`src/hdl/ppm_pkg.sv`:
```
// ---------------------------------------------------------------------------
// PPM frame decoder package
// Shared types, constants and register indices for the PPM frame decoder.
// ---------------------------------------------------------------------------
package ppm_pkg;

    // Decoder limits and fixed constants
    localparam int unsigned MAX_CHANNELS  = 12;
    localparam int unsigned SLOT_W        = 4;
    localparam int unsigned CFG_IDX_W     = 3;
    localparam int unsigned CFG_DATA_W    = 16;
    localparam int unsigned BUCKET_W      = 6;
    localparam logic [12:0] VALUE_OFFSET  = 13'd1000;
    localparam logic [11:0] VALUE_MAX     = 12'd2047;

    // Configuration register indices
    localparam logic [CFG_IDX_W-1:0] REG_SYNC_THRESHOLD = 3'd0;
    localparam logic [CFG_IDX_W-1:0] REG_MIN_WIDTH      = 3'd1;
    localparam logic [CFG_IDX_W-1:0] REG_MAX_WIDTH      = 3'd2;
    localparam logic [CFG_IDX_W-1:0] REG_CHANNEL_COUNT  = 3'd3;
    localparam logic [CFG_IDX_W-1:0] REG_BAD_PENALTY    = 3'd4;
    localparam logic [CFG_IDX_W-1:0] REG_BUCKET_LIMIT   = 3'd5;

    // Request opcodes
    localparam logic OP_EDGE    = 1'b0;
    localparam logic OP_TIMEOUT = 1'b1;

    // Configuration set
    typedef struct packed {
        logic [15:0] sync_threshold;
        logic [11:0] min_width;
        logic [11:0] max_width;
        logic [3:0]  channel_count;
        logic [4:0]  bad_penalty;
        logic [4:0]  bucket_limit;
    } t_ppm_cfg;

    // Input request
    typedef struct packed {
        logic        opcode;
        logic [31:0] edge_time;
    } t_ppm_in;

    // Result
    typedef struct packed {
        logic [3:0]         channel_slot;
        logic signed [11:0] channel_value;
        logic               value_written;
        logic               sync_seen;
        logic               frame_done;
        logic               frame_good;
        logic               fresh_values;
        logic               signal_ok;
        logic [15:0]        glitch_total;
        logic [23:0]        sync_pause;
        logic               rearm_timeout;
    } t_ppm_out;

endpackage

```
`src/hdl/ppm_cfg_regs.sv`:
```
// ---------------------------------------------------------------------------
// PPM configuration registers
// Write-only register bank holding the decoder thresholds and limits.
// ---------------------------------------------------------------------------
module ppm_cfg_regs (
    input  logic                             i_clk,
    input  logic                             i_rst_n,
    input  logic                             i_cfg_we,
    input  logic [ppm_pkg::CFG_IDX_W-1:0]    i_cfg_index,
    input  logic [ppm_pkg::CFG_DATA_W-1:0]   i_cfg_data,
    output ppm_pkg::t_ppm_cfg                o_cfg
);

    ppm_pkg::t_ppm_cfg r_cfg;

    // Register write decode; unknown indices are ignored
    always_ff @(posedge i_clk) begin
        if (!i_rst_n) begin
            r_cfg.sync_threshold <= 16'd2400;
            r_cfg.min_width      <= 12'd800;
            r_cfg.max_width      <= 12'd2200;
            r_cfg.channel_count  <= 4'd8;
            r_cfg.bad_penalty    <= 5'd4;
            r_cfg.bucket_limit   <= 5'd8;
        end else if (i_cfg_we) begin
            unique case (i_cfg_index)
                ppm_pkg::REG_SYNC_THRESHOLD: r_cfg.sync_threshold <= i_cfg_data;
                ppm_pkg::REG_MIN_WIDTH:      r_cfg.min_width      <= i_cfg_data[11:0];
                ppm_pkg::REG_MAX_WIDTH:      r_cfg.max_width      <= i_cfg_data[11:0];
                ppm_pkg::REG_CHANNEL_COUNT:  r_cfg.channel_count  <= i_cfg_data[3:0];
                ppm_pkg::REG_BAD_PENALTY:    r_cfg.bad_penalty    <= i_cfg_data[4:0];
                ppm_pkg::REG_BUCKET_LIMIT:   r_cfg.bucket_limit   <= i_cfg_data[4:0];
                default: ;
            endcase
        end
    end

    assign o_cfg = r_cfg;

endmodule

```
`src/hdl/ppm_decode_core.sv`:
```
// ---------------------------------------------------------------------------
// PPM decode core
// Frame state and single-pass decode of one edge or timeout request.
// ---------------------------------------------------------------------------
module ppm_decode_core (
    input  logic               i_clk,
    input  logic               i_rst_n,
    input  logic               i_step,
    input  ppm_pkg::t_ppm_in   i_item,
    input  ppm_pkg::t_ppm_cfg  i_cfg,
    output ppm_pkg::t_ppm_out  o_result
);

    // Frame state
    logic [31:0]                     r_prev_edge, n_prev_edge;
    logic [ppm_pkg::SLOT_W-1:0]      r_slot, n_slot;
    logic                            r_clean, n_clean;
    logic                            r_fresh, n_fresh;
    logic                            r_sig, n_sig;
    logic signed [ppm_pkg::BUCKET_W-1:0] r_bucket, n_bucket;
    logic [15:0]                     r_glitch, n_glitch;
    logic [23:0]                     r_pause, n_pause;

    // Datapath
    logic [31:0]        width;
    logic [3:0]         count;
    logic [3:0]         slot_inc;
    logic               in_range;
    logic signed [12:0] raw_value;
    logic signed [7:0]  lim_pos, lim_neg, bucket_ext, bucket_sum;

    assign width     = i_item.edge_time - r_prev_edge;
    assign count     = (i_cfg.channel_count > 4'(ppm_pkg::MAX_CHANNELS))
                     ? 4'(ppm_pkg::MAX_CHANNELS) : i_cfg.channel_count;
    assign slot_inc  = r_slot + 4'd1;
    assign in_range  = (width >= {20'd0, i_cfg.min_width})
                    && (width <= {20'd0, i_cfg.max_width});
    // in range implies width below 4096
    assign raw_value = $signed({1'b0, width[11:0]}) - $signed(ppm_pkg::VALUE_OFFSET);
    assign lim_pos   = $signed({3'b000, i_cfg.bucket_limit});
    assign lim_neg   = -lim_pos;
    assign bucket_ext = 8'(r_bucket);

    // Next-state and result logic
    always_comb begin
        n_prev_edge = r_prev_edge;
        n_slot      = r_slot;
        n_clean     = r_clean;
        n_fresh     = r_fresh;
        n_sig       = r_sig;
        n_bucket    = r_bucket;
        n_glitch    = r_glitch;
        n_pause     = r_pause;
        bucket_sum  = bucket_ext;

        o_result               = '0;
        o_result.channel_slot  = r_slot;

        if (i_item.opcode == ppm_pkg::OP_TIMEOUT) begin
            if (r_sig) begin
                n_sig    = 1'b0;
                n_bucket = lim_neg[ppm_pkg::BUCKET_W-1:0];
            end
        end else begin
            n_prev_edge = i_item.edge_time;
            if (width > {16'd0, i_cfg.sync_threshold}) begin
                // sync pause: restart the frame
                n_slot                = '0;
                o_result.channel_slot = '0;
                n_clean               = 1'b1;
                n_fresh               = 1'b0;
                n_pause               = (width[31:24] != 8'd0) ? 24'hFF_FFFF : width[23:0];
                o_result.sync_seen    = 1'b1;
            end else if (r_slot < count) begin
                if (in_range) begin
                    o_result.channel_value = (raw_value > $signed({1'b0, ppm_pkg::VALUE_MAX}))
                                           ? $signed(ppm_pkg::VALUE_MAX) : raw_value[11:0];
                    o_result.value_written = 1'b1;
                end else begin
                    n_glitch = r_glitch + 16'd1;
                    n_clean  = 1'b0;
                end
                n_slot = slot_inc;
                // last slot: update the signal bucket
                if (slot_inc == count) begin
                    if (n_clean) begin
                        n_fresh    = 1'b1;
                        bucket_sum = bucket_ext + 8'sd1;
                    end else begin
                        n_fresh    = 1'b0;
                        bucket_sum = bucket_ext - $signed({3'b000, i_cfg.bad_penalty});
                    end
                    if (bucket_sum > lim_pos) begin
                        bucket_sum = lim_pos;
                    end
                    if (bucket_sum < lim_neg) begin
                        bucket_sum = lim_neg;
                    end
                    n_bucket               = bucket_sum[ppm_pkg::BUCKET_W-1:0];
                    n_sig                  = (bucket_sum > 8'sd0);
                    o_result.frame_done    = 1'b1;
                    o_result.rearm_timeout = 1'b1;
                end
            end
        end

        o_result.frame_good   = n_clean;
        o_result.fresh_values = n_fresh;
        o_result.signal_ok    = n_sig;
        o_result.glitch_total = n_glitch;
        o_result.sync_pause   = n_pause;
    end

    // State update on each decoded request
    always_ff @(posedge i_clk) begin
        if (!i_rst_n) begin
            r_prev_edge <= '0;
            r_slot      <= '0;
            r_clean     <= 1'b0;
            r_fresh     <= 1'b0;
            r_sig       <= 1'b0;
            r_bucket    <= '0;
            r_glitch    <= '0;
            r_pause     <= '0;
        end else if (i_step) begin
            r_prev_edge <= n_prev_edge;
            r_slot      <= n_slot;
            r_clean     <= n_clean;
            r_fresh     <= n_fresh;
            r_sig       <= n_sig;
            r_bucket    <= n_bucket;
            r_glitch    <= n_glitch;
            r_pause     <= n_pause;
        end
    end

endmodule

```
`src/hdl/ppm_frame_decoder_top.sv`:
```
// ---------------------------------------------------------------------------
// PPM frame decoder top level
// Input register, decode core and result register for an RC PPM stream.
// ---------------------------------------------------------------------------
// Each request (an edge timestamp or a timeout) gives exactly one result.
// A request passes an input register and a result register. o_out_valid rises
// once the request moves from the input register into the result register;
// that move waits while an untaken result is held. One request is taken every
// cycle while the result side keeps draining; the combinational decode core
// between the two registers sets that rate. Write configuration only while no
// request is in flight.
module ppm_frame_decoder_top (
    input  logic                            i_clk,
    input  logic                            i_rst_n,
    input  logic                            i_in_valid,
    output logic                            o_in_ready,
    input  ppm_pkg::t_ppm_in                i_in_data,
    output logic                            o_out_valid,
    input  logic                            i_out_ready,
    output ppm_pkg::t_ppm_out               o_out_data,
    input  logic                            i_cfg_we,
    input  logic [ppm_pkg::CFG_IDX_W-1:0]   i_cfg_index,
    input  logic [ppm_pkg::CFG_DATA_W-1:0]  i_cfg_data
);

    ppm_pkg::t_ppm_cfg cfg;
    ppm_pkg::t_ppm_in  r_in_data;
    ppm_pkg::t_ppm_out r_out_data;
    ppm_pkg::t_ppm_out core_result;
    logic              r_in_valid;
    logic              r_out_valid;
    logic              out_free;
    logic              move;

    // Pipeline flow control
    assign out_free   = !r_out_valid || i_out_ready;
    assign move       = r_in_valid && out_free;
    assign o_in_ready = !r_in_valid || move;

    ppm_cfg_regs u_cfg (
        .i_clk       (i_clk),
        .i_rst_n     (i_rst_n),
        .i_cfg_we    (i_cfg_we),
        .i_cfg_index (i_cfg_index),
        .i_cfg_data  (i_cfg_data),
        .o_cfg       (cfg)
    );

    ppm_decode_core u_core (
        .i_clk    (i_clk),
        .i_rst_n  (i_rst_n),
        .i_step   (move),
        .i_item   (r_in_data),
        .i_cfg    (cfg),
        .o_result (core_result)
    );

    // Input register
    always_ff @(posedge i_clk) begin
        if (!i_rst_n) begin
            r_in_valid <= 1'b0;
        end else if (o_in_ready) begin
            r_in_valid <= i_in_valid;
        end
    end

    always_ff @(posedge i_clk) begin
        if (o_in_ready && i_in_valid) begin
            r_in_data <= i_in_data;
        end
    end

    // Result register
    always_ff @(posedge i_clk) begin
        if (!i_rst_n) begin
            r_out_valid <= 1'b0;
        end else if (out_free) begin
            r_out_valid <= move;
        end
    end

    always_ff @(posedge i_clk) begin
        if (move) begin
            r_out_data <= core_result;
        end
    end

    assign o_out_valid = r_out_valid;
    assign o_out_data  = r_out_data;

endmodule
```
`config.mk`:
```
export PLATFORM = sky130hd
export DESIGN_NAME = ppm_frame_decoder_top
export DESIGN_NICKNAME = d
export VERILOG_FILES = /design/src/hdl/ppm_pkg.sv /design/src/hdl/ppm_cfg_regs.sv /design/src/hdl/ppm_decode_core.sv /design/src/hdl/ppm_frame_decoder_top.sv
export SDC_FILE = /design/constraint.sdc
export NUM_CORES = 1
export LEC_CHECK = 0
export BUFFER_PORTS_ARGS = -buffer_cell sky130_fd_sc_hd__buf_2
export CAP_MARGIN = 20
export CORE_UTILIZATION = 65
export CTS_CLUSTER_SIZE = 14
export DETAILED_ROUTE_END_ITERATION = 7
export PLACE_DENSITY = 0.83
export SYNTH_ARGS = -nofsm -noshare
export SYNTH_HDL_FRONTEND = slang
export SYNTH_SLANG_ARGS = --single-unit
```
`constraint.sdc`:
```
create_clock -name i_clk -period 16.5 [get_ports i_clk]
set_input_delay 3.3 -clock i_clk [delete_from_list [all_inputs] [get_ports i_clk]]
set_output_delay 3.3 -clock i_clk [all_outputs]
set_load 0.01 [all_outputs]
```
# Yosys cells after proc, flatten, opt, wreduce, memory -nomap -nowiden
# Cells that the tools add are included.
# Widths: inputs -> output; s select.
# totals
word_cells	136
ff_bits	236
# classes
n_eq_ne	8
n_reduce_logical	24
n_mux	56
order_cmp	9
add_sub_neg	7
bitwise_logic	3
# ops
cell	count
$mux 8	15
$mux 24	3
$mux 16	4
$mux 13	3
$ge 32x12->1	1
$gt 32x16->1	1
$le 32x12->1	1
$sub 32x32->32	1
$mux 6	5
$mux 1	20
$mux 19	1
$add 16x1->16 const B	1
$mux 4	4
$reduce_and 2->1	7
$gt 13x12->1 const B	1
$sub 12x10->13 const B	1
$mux 12	1
$gt 8x1->1 const B	1
$gt 8x6->1	1
$lt 8x8->1	1
$neg 5->8	1
$reduce_bool 8->1	1
$add 6x2->7 const B	1
$sub 6x6->7	1
20 further kinds	30

# Depth between registers and ports, before layout
# Gate-level depths: netlist (run 1).
# logic_depth
depth_word	29
mapped_depth	48
ltp_nobuf	45

# By module
# Synthesis (run 1) repeated with hierarchy kept, for this count alone.
# hier_totals
hier_cells	1504
area_unflattened_um2	13810.7
# modules_own_cells
mod	area_each_um2	seq_area_each_um2	cells_per_inst	instances
ppm_decode_core	8695.8	1701.6	1190	1
ppm_frame_decoder_top	2986.6	2922.8	105	1
ppm_cfg_regs	2128.3	1081.0	209	1

# Worst setup path after synthesis (run 1)
# OpenSTA, ideal clock, no wires.
# synth_timing
kind	register to register
start	register r_in_data[0] (netlist bit)
end	register u_core.r_sig
arrival_time_ns	8.497
path_slack_ns	7.916
setup_time_ns	0.087
path_buffers	3
path_stages_with_launch	48
t_required_ns	16.413
cell_sequence	edfxtp_1 -> inv_1 -> ha_1 -> inv_1 -> fa_1 -> a21o_1 -> a221o_1 -> buf_2 -> nand3_1 -> nand2_1 -> xnor2_1 -> inv_1 -> ha_1 -> nand3_1 -> nor2_1 -> nand2_1 -> a21oi_1 -> o221ai_1 -> [12 not listed] -> o21a_1 -> o21a_1 -> o22ai_1 -> and2_1 -> clkbuf_1 -> nor4_1 -> or2_1 -> ha_1 -> a21o_1 -> a21oi_1 -> a211o_1 -> nand2b_1 -> nor3_1 -> a21oi_1 -> nand4_1 -> a221oi_1 -> o221ai_2 -> o31ai_1
# synth_via
elab_chain_cells	29
# synth_lines
element	line_no	text
start, declared	ppm_frame_decoder_top.sv:27	ppm_pkg::t_ppm_in r_in_data;
start signal, assigned	ppm_frame_decoder_top.sv:69	r_in_data <= i_in_data;
$sub 32x32->32 (*)	ppm_decode_core.sv:32	assign width = i_item.edge_time - r_prev_edge;
$ge 32x12->1 or $le 32x12->1 (tied branches)	ppm_decode_core.sv:36, ppm_decode_core.sv:37	
$logic_and 1x1->1	ppm_decode_core.sv:37	&& (width <= {20'd0, i_cfg.max_width});
$mux 1	ppm_decode_core.sv:75	if (in_range) begin
$mux 1	ppm_decode_core.sv:74	end else if (r_slot < count) begin
$mux 1	ppm_decode_core.sv:66	if (width > {16'd0, i_cfg.sync_threshold}) begin
$mux 1	ppm_decode_core.sv:59	if (i_item.opcode == ppm_pkg::OP_TIMEOUT) begin
$mux 8	ppm_decode_core.sv:86	if (n_clean) begin
[13 not listed]	n/a	
$mux 8	ppm_decode_core.sv:74	
$mux 8	ppm_decode_core.sv:66	
$mux 8	ppm_decode_core.sv:59	
$gt 8x1->1	ppm_decode_core.sv:100	n_sig = (bucket_sum > 8'sd0);
$mux 1	ppm_decode_core.sv:85	if (slot_inc == count) begin
$mux 1	ppm_decode_core.sv:74	
$mux 1 (*)	ppm_decode_core.sv:66	
$mux 1 (*)	ppm_decode_core.sv:59	
end signal, assigned	ppm_decode_core.sv:130	r_sig <= n_sig;
end, declared	ppm_decode_core.sv:19	logic r_sig, n_sig;
# Mark *: on every way between the ends. The rest lies on a longest branch, timed or not. The select of a mux whose other input is x is not followed.
# A chain may end at the register's enable or synchronous reset.

==> metrics.csv, run 1 <==
stage,metric,value,unit
setup_path,slowest_delay,0.56,ns
die,num_rows,52,
yosys,avgSynthCellArea,8.71,µm²
die,die_area,21700,µm²
yosys,ys.flop_type,dfxtp_1,
cells_and_area,postLayoutCoreUtil,75.2,%
min_path,min_from,u_cfg.o_cfg[42],
clocking,cts_resized,0,
clocking,post_cts_buffers,0,
pwr,p_seq_share,43.2,%
clocking,cts.path.max_buffers,3,
pwr,power.net_switching,0.000414,W
yosys,ys_ff_latch,236,
placed_design,hpwl,25000,µm
timing,grt_setup_unrepaired,no,
setup_path,worstSetupPathType,reg -> reg,
flow_run,drv_cap,0,
die,io_pins,122,
clocking,clock_latency,0.53,ns
die,fp.dieW,147,µm
status,status,finished clean,
yosys,netlist_instances,1572,
grt,grtUsageTotal,32.7,%
timing,relSlewSlack,34.5,%
setup_path,crit_fanout,8,
setup_path,end_kind,flip-flop,
grt,grt_antenna_before_repair,0,
drt,vias,12000,
drt,drc_errors,0,
yosys,yosysWarnings,0,
pwr,power_density,96.8,nW/µm²
die,initial_core_util,67.0,%
setup_path,cpMaxStageDelayCell,fa_1,
timing,tns,0,ns
cells_and_area,area_growth,12.2,%
timing,fin_skew,0.0124,ns
yosys,synth.cell_area,13700,µm²
setup_path,cp.required,16.86,ns
pwr,power.share.combinational,17.3,%
setup_path,cp-startpoint,r_in_data[4],
setup_path,timing.critical_path.mode_cell,ha_1,
grt,grt_max_degree,78,
pwr,peakVddDrop,0.000137,V
clocking,cts_tree,yes,
yosys,synth_fp_nets,1730,
yosys,synth_commonest_cells,"nand2_1, a21oi_1, dfxtp_1",
drt,drtAntennaViolNets,0,
drt,route.detailed.wl_per_inst,18.1,µm
cells_and_area,fin_nets,1823,
yosys,synth_edf_count,95,
grt,grt_pass1_vias,11500,
timing,period_share,59.2,%
timing,fmax,102,MHz
yosys,synth_cell_types,86,
timing,slew_viol_final,0,
yosys,yosysSeqAreaShare,41.4,%
clocking,clkSinkCount,236,
die,die_h,147,µm
drt,drtIter0Drc,939,
clocking,root_buffer,clkbuf_16,
setup_path,r2r_start,r_in_data[4],
die,core-area,20400,µm²
placed_design,port_buffers,121,
clocking,cts_buffers,26,
yosys,async_reset_ff_share,0,%
drt,wirelength,35300,µm
cells_and_area,num_antenna_cells,0,
drt,drt-pass1-iter-count,5,
pwr,swShare,27.9,%
drt,avgViaCountPerCell,6.11,
timing,final_hold_viol_count,0,
setup_path,worstPathArrival,10.13,ns
grt,grt_pass1_wl,57600,µm
grt,grt_overflow,0,
yosys,synth.top_cells.by_area,"edfxtp_1, dfxtp_1, ha_1, nand2_1, a21oi_1",
cells_and_area,nFillCells,1532,
pwr,power.leakage,5.95,nW
yosys,yosys.area.top_type_share,20.8,%
placed_design,gp_congestion,0.930,
setup_path,cp-start-kind,flip-flop,
clocking,hold_buffers,0,
pwr,clock_power_share,39.5,%
cells_and_area,drive_gt1_share,12.5,%
clocking,cts_max_level,1,
clocking,clk_pin_slew,0.06,ns
timing,period_needed,9.77,ns
yosys,synth_top_area_cell,edfxtp_1,
pwr,internal-power,0.00107,W
timing,tightest_slew,0.980,ns
timing,setup_violations,0,
min_path,hold_path.class,reg -> reg,
yosys,synth_most_common_cell,nand2_1,
==> cell families (layout without fill, tap and decap cells) <==
logic type / Yosys count / after routing / share of synthesized area, %
simple gates: 571 / 571 / 19.6
fa+ha+maj: 101 / 101 / 9.34
mux: 21 / 21 / 1.56
buf+inv: 183 / 296 / 5.17
compound gates: 393 / 393 / 18.5
flops: 236 / 236 / 41.4
xor+xnor: 67 / 67 / 4.34
==> critical path, delay by kind of cell, from the launching register on <==
kind / cells / cell delay, ns
DFF: 1 / 0.39
buffers and inverters: 3 / 0.36
AOI/OAI and AO/OA: 18 / 3.33
and+or+nand+nor: 13 / 2.91
adders and majority gates: 6 / 2.05
xor gates and xnor gates: 1 / 0.52
==> power groups by stage <==
| stage | Combinational, W | Clock (W) | Sequential [W] |
|---|---|---|---|
| after floorplan | 0.000175 | 0 | 0.000654 |
| after global placement | 0.000245 | 0 | 0.000654 |
| after detailed placement | 0.000250 | 0 | 0.000654 |
| after CTS | 0.000253 | 0.000589 | 0.000642 |
| after global routing | 0.000285 | 0.000613 | 0.000644 |
| final | 0.000257 | 0.000587 | 0.000642 |
==> flip-flops by register name (all words and copies together) (netlist names), 4 cells and up <==
| register | cells |
|---|---|
| u_core.r_prev_edge | 32 |
| o_out_data | 62 |
| u_core.r_bucket | 6 |
| u_core.r_glitch | 16 |
| u_core.r_pause | 24 |
| u_core.r_slot | 4 |
| r_in_data | 33 |
| u_cfg.o_cfg | 54 |
==> per-layer routing <==
metal	wire length, µm	up-vias	GRT usage (%)
met5	0	-	0
met4	1010	0	10.5
met3	2480	76	4.88
met2	16300	470	54.2
met1	15500	5621	44.0
li1	-	5784	-
==> area by class of cell <==
type / instances / area [µm²] / share of cell area [%]
multi-input cells: 1153 / 7330 / 47.7
flip-flops and latches: 236 / 5680 / 36.9
clock buffers: 41 / 810 / 5.27
repair buffers: 134 / 707 / 4.60
inverters: 114 / 429 / 2.79
well taps: 270 / 338 / 2.20
clock inverters: 7 / 71.3 / 0.464
==> path summary, 6_finish.rpt <==
kind | end | slack (ns) | depth (start not counted)
hold reg to reg | u_cfg.o_cfg[42] | 0.45 | 2
setup reg to reg | o_out_data[41] | 6.73 | 41
hold / removal | u_cfg.o_cfg[42] | 0.45 | 2
setup / recovery | o_out_data[41] | 6.73 | 41
==> cells in the final DEF (no fill, tap or decap), drive strengths merged, types with 8 or more instances in the layout <==
cell,n
a21o,20
nor2b,17
o21a,11
xnor2,42
nand2b,12
or3,8
nand2,252
inv,113
clkbuf,41
nand4,28
xor2,25
a311o,14
dfxtp,141
edfxtp,95
mux2i,18
and2,11
ha,99
nor4,11
a21oi,178
nor2,116
o211ai,25
nor3,41
and3,17
buf,134
o21ai,50
a31oi,16
a211o,11
nand3,36
==> through the flow <==
stage	power (W)	hold WS, ns	worst slack, ns	cells	cell area [µm²]
after floorplan	0.000829	0.430	7.92	1572	13700
final	0.00149	0.454	6.73	1955	15400
after global placement	0.000898	0.440	7.21	1906	14500
after global routing	0.00154	0.470	5.86	1955	15400
after detailed placement	0.000904	0.447	6.87	1907	14500
after CTS	0.00148	0.455	6.85	1955	15400
Note: power is estimated with default switching activity, not from simulation.
==> run 2, diff against run 1 <==
Settings changed: CORE_UTILIZATION 65 to 61, PLACE_DENSITY 0.83 to 0.78.
Clock period 16.5 ns to 9.95 ns, I/O delays scaled along.
==> metrics.csv, run 2 (synthesized netlist as in run 1, its figures left out) <==
stage,metric,value,unit
cells_and_area,largest_register_ffs,62,
status,status,finished clean,
pwr,power.leakage,5.90,nW
flow_run,drv_cap,0,
placed_design,gp_congestion,0.926,
timing,final_hold_viol_count,0,
timing,slew_viol_final,0,
clocking,cts.path.max_buffers,3,
cells_and_area,area_growth,11.6,%
clocking,cts_max_level,1,
grt,grt_max_degree,79,
clocking,root_buffer,clkbuf_16,
cells_and_area,multi_input_area,7350,µm²
drt,wirelength,35100,µm
grt,grt_pass1_wl,56800,µm
clocking,cts_tree,yes,
clocking,cts_buffers,25,
timing,tightest_slew,0.967,ns
pwr,power_density,154,nW/µm²
setup_path,cp-start-kind,flip-flop,
setup_path,rrSetupSlack,0.72,ns
drt,drc_errors,0,
cells_and_area,final_cell_mix,"nand2_1, a21oi_1, dfxtp_1",
timing,fmax,108,MHz
timing,fin_skew,0.00882,ns
min_path,hold_path.class,reg -> reg,
setup_path,cp.required,10.38,ns
die,io_pins,122,
die,fp.dieW,152,µm
timing,period_share,92.7,%
timing,grt_setup_unrepaired,no,
cells_and_area,fin_nets,1826,
die,die_h,152,µm
drt,avgViaCountPerCell,6.08,
cells_and_area,seqCellArea,5680,µm²
drt,drtAntennaViolNets,0,
setup_path,slowest_delay,0.44,ns
timing,relSlewSlack,35.4,%
setup_path,crit_fanout,8,
clocking,post_cts_buffers,0,
timing,tns,0,ns
clocking,clkSinkCount,236,
setup_path,worstSetupPathType,reg -> reg,
timing,setup_violations,0,
drt,drtIter0Drc,876,
clocking,clk_pin_slew,0.06,ns
setup_path,cpMaxStageDelayCell,or3_4,
drt,route.detailed.wl_per_inst,17.9,µm
grt,grtUsageTotal,29.7,%
drt,vias,11900,
pwr,peakVddDrop,0.000149,V
placed_design,port_buffers,121,
die,core-area,21900,µm²
clocking,clock_latency,0.52,ns
cells_and_area,mostFrequentLayoutCell,nand2_1,
setup_path,end_kind,flip-flop,
die,die_area,23100,µm²
grt,grt_overflow,0,
grt,grt_pass1_vias,11200,
cells_and_area,postLayoutCoreUtil,69.8,%
die,initial_core_util,62.6,%
grt,grt_antenna_before_repair,0,
setup_path,path_buf_inv,5,
placed_design,hpwl,25100,µm
setup_path,path_delay_family,compound AO/OA/AOI/OAI gates,
cells_and_area,num_antenna_cells,0,
cells_and_area,nFillCells,1777,
setup_path,worstPathArrival,9.66,ns
cells_and_area,drive_gt1_share,12.2,%
die,num_rows,54,
drt,drt-pass1-iter-count,5,
timing,period_needed,9.23,ns
clocking,hold_buffers,0,
run 2: layout make-up:
class	instances	area share [%]
multi-input combinational	1153	48.1
sequential	236	37.2
timing repair buffer	138	4.80
clock buffer	33	4.29
inverter	114	2.81
tap	280	2.29
clock inverter	12	0.508
run 2: routing by layer:
metal	track usage [%]	routed length, µm	vias up
met4	7.19	754	0
met5	0	0	-
li1	-	-	5797
met2	47.9	16000	464
met1	42.1	15800	5626
met3	4.31	2580	62
run 2: metrics by stage:
| stage | worst slack [ns] | instances | area, µm² | hold slack, ns | total power (W) |
|---|---|---|---|---|---|
| final | 0.722 | 1966 | 15300 | 0.454 | 0.00236 |
| after global routing | 0.0394 | 1966 | 15300 | 0.473 | 0.00245 |
| after CTS | 0.533 | 1965 | 15200 | 0.455 | 0.00236 |
| after detailed placement | 0.570 | 1920 | 14500 | 0.446 | 0.00150 |
| after global placement | 0.900 | 1920 | 14500 | 0.438 | 0.00149 |
| after floorplan | 1.37 | 1572 | 13700 | 0.430 | 0.00137 |
run 2: worst paths after layout:
kind / cells past startpoint / endpoint / startpoint
setup / recovery: 43 / u_core.r_sig / r_in_data[0]
hold / removal: 2 / u_core.r_prev_edge[4] / u_core.r_prev_edge[4]
setup reg to reg: 43 / u_core.r_sig / r_in_data[0]
hold reg to reg: 2 / u_core.r_prev_edge[4] / u_core.r_prev_edge[4]
run 2: where the power goes:
group	total, W	internal [W]	switching [W]
Clock	0.000863	0.000486	0.000377
Sequential	0.00106	0.00104	0.0000198
Combinational	0.000429	0.000153	0.000277
Total	0.00236	0.00168	0.000674
run 2: worst register-to-register path, delay by kind of cell, from the launching register on:
family          cells  cell delay (ns)
buf+inv             5             0.36
compound gates     18             3.46
simple gates       11             2.22
fa+ha+maj           7             2.16
xor+xnor            2             0.56
flops               1             0.37
run 2: repair_timing:
item                                   CTS  global route
setup endpoints to repair                0             7
endpoints found under the hold margin    0             0
gates resized for setup                  0             4
==> run 3, diff against run 2 <==
Settings changed: CORE_UTILIZATION 61 to 62, CTS_BUF_LIST set to sky130_fd_sc_hd__clkbuf_4, PLACE_DENSITY 0.78 to 0.8.
==> metrics.csv, run 3 (synthesized netlist as in run 1, its figures left out) <==
stage,metric,value,unit
status,status,finished clean,
setup_path,worstSetupPathType,reg -> reg,
clocking,clock_latency,0.71,ns
setup_path,cp-startpoint,r_in_data[0],
grt,grt_pass1_vias,11100,
setup_path,crit_fanout,8,
grt,grt_max_degree,81,
timing,final_hold_viol_count,0,
pwr,power.leakage,6.02,nW
clocking,root_buffer,clkbuf_4,
clocking,hold_buffers,0,
timing,relSlewSlack,25.8,%
pwr,power.share.combinational,18.5,%
die,initial_core_util,62.9,%
die,die_h,151,µm
pwr,internal-power,0.00163,W
die,io_pins,122,
die,core-area,21800,µm²
cells_and_area,seqCellArea,5680,µm²
timing,period_needed,9.14,ns
clocking,cts_tree,yes,
grt,grt_pass1_wl,55600,µm
timing,setup_violations,0,
setup_path,path_buf_inv,6,
cells_and_area,final_cell_mix,"nand2_1, a21oi_1, dfxtp_1",
min_path,hold_depth,2,
grt,grt_antenna_before_repair,1,
cells_and_area,largest_register_ffs,62,
setup_path,end_kind,flip-flop,
clocking,cts_max_level,2,
cells_and_area,mostFrequentLayoutCell,nand2_1,
timing,fin_skew,0.0476,ns
grt,grtUsageTotal,30.9,%
timing,period_share,91.9,%
min_path,hold-path-endpoint,u_core.r_prev_edge[4],
placed_design,dpl-instance-area,14500,µm²
setup_path,cp.required,10.46,ns
cells_and_area,multi_input_area,7360,µm²
setup_path,rrSetupSlack,0.81,ns
setup_path,slowest_delay,0.57,ns
setup_path,cpMaxStageDelayCell,fa_1,
cells_and_area,drive_gt1_share,15.8,%
timing,tns,0,ns
setup_path,path_delay_family,compound AO/OA/AOI/OAI gates,
pwr,power.net_switching,0.000696,W
pwr,p_seq_share,45.8,%
pwr,clock_power_share,35.7,%
drt,drt-pass1-iter-count,7,
placed_design,hpwl,25200,µm
die,num_rows,54,
cells_and_area,area_growth,12.0,%
cells_and_area,fin_nets,1858,
min_path,hold_path.class,reg -> reg,
die,fp.dieW,151,µm
placed_design,gp_congestion,0.954,
setup_path,cp-start-kind,flip-flop,
grt,grt_overflow,0,
drt,drc_errors,0,
setup_path,worstPathArrival,9.65,ns
drt,wirelength,35100,µm
placed_design,port_buffers,121,
flow_run,drv_cap,0,
die,die_area,22700,µm²
clocking,cts_buffers,58,
pwr,swShare,30.0,%
clocking,clkSinkCount,236,
drt,vias,12000,
timing,fmax,109,MHz
min_path,min_from,u_core.r_prev_edge[4],
setup_path,r2r_start,r_in_data[0],
drt,drtAntennaViolNets,0,
drt,avgViaCountPerCell,5.92,
pwr,power_density,152,nW/µm²
drt,route.detailed.wl_per_inst,17.3,µm
timing,grt_setup_unrepaired,no,
timing,slew_viol_final,0,
cells_and_area,stdcell_area,15300,µm²
drt,drtIter0Drc,905,
timing,tightest_slew,1.10,ns
clocking,clk_pin_slew,0.07,ns
cells_and_area,nFillCells,1768,
setup_path,reg2reg_to,o_out_data[41],
pwr,peakVddDrop,0.000104,V
setup_path,ff2ff_path_depth,45,
clocking,cts.path.max_buffers,3,
[run 3: worst max path at each step]
stage / endpoint / depth (start not counted)
after detailed placement: u_core.r_sig / 42
after global routing: o_out_data[41] / 46
after floorplan: u_core.r_sig / 47
final: o_out_data[41] / 45
after global placement: o_out_data[41] / 42
after CTS: o_out_data[41] / 42
[run 3: worst min-delay path, stage by stage (launching register included)]
cell and delay, ns:
dfxtp_1 0.31, nand2_1 0.05, a21oi_1 0.05
[run 3: routing by layer]
layer,global-route usage (%),routed length (µm),up-vias,share of wire [%]
met2,49.8,16100,474,46
met1,41.6,15600,5605,45
met5,0,0,-,0
met4,10.3,793,0,2.3
met3,5.94,2650,67,7.5
li1,-,-,5901,-
[run 3: stage by stage]
stage / hold slack [ns] / worst slack (ns) / instances / power (W) / util, %
floorplan: 0.430 / 1.37 / 1572 / 0.00137 / -
global placement: 0.439 / 0.698 / 1919 / 0.00150 / 66.6
detailed placement: 0.447 / 0.482 / 1920 / 0.00150 / 66.7
CTS: 0.456 / 0.399 / 2030 / 0.00234 / 70.3
global route: 0.473 / 0.0444 / 2034 / 0.00244 / 70.5
finish: 0.453 / 0.807 / 2034 / 0.00232 / 70.5
[run 3: area by class of cell]
cell class | count | area share, %
tap | 280 | 2.28
multi-input combinational | 1153 | 48.0
antenna | 4 | 0.0653
inverter | 114 | 2.80
clock buffer | 95 | 4.65
clock inverter | 15 | 0.441
timing repair buffer | 137 | 4.76
sequential | 236 | 37.0
[run 3: timing repair]
item	CTS	global route
resized for setup	0	5
buffers inserted	0	0
setup endpoints to repair	0	7
[run 3: power groups by stage]
stage          sequential [W]  combinational, W  clock [W]
3_5_place_dp          0.00108          0.000420          0
4_1_cts               0.00106          0.000423   0.000851
3_3_place_gp          0.00108          0.000412          0
2_1_floorplan         0.00109          0.000289          0
5_1_grt               0.00107          0.000475   0.000896
6_report              0.00106          0.000431   0.000830
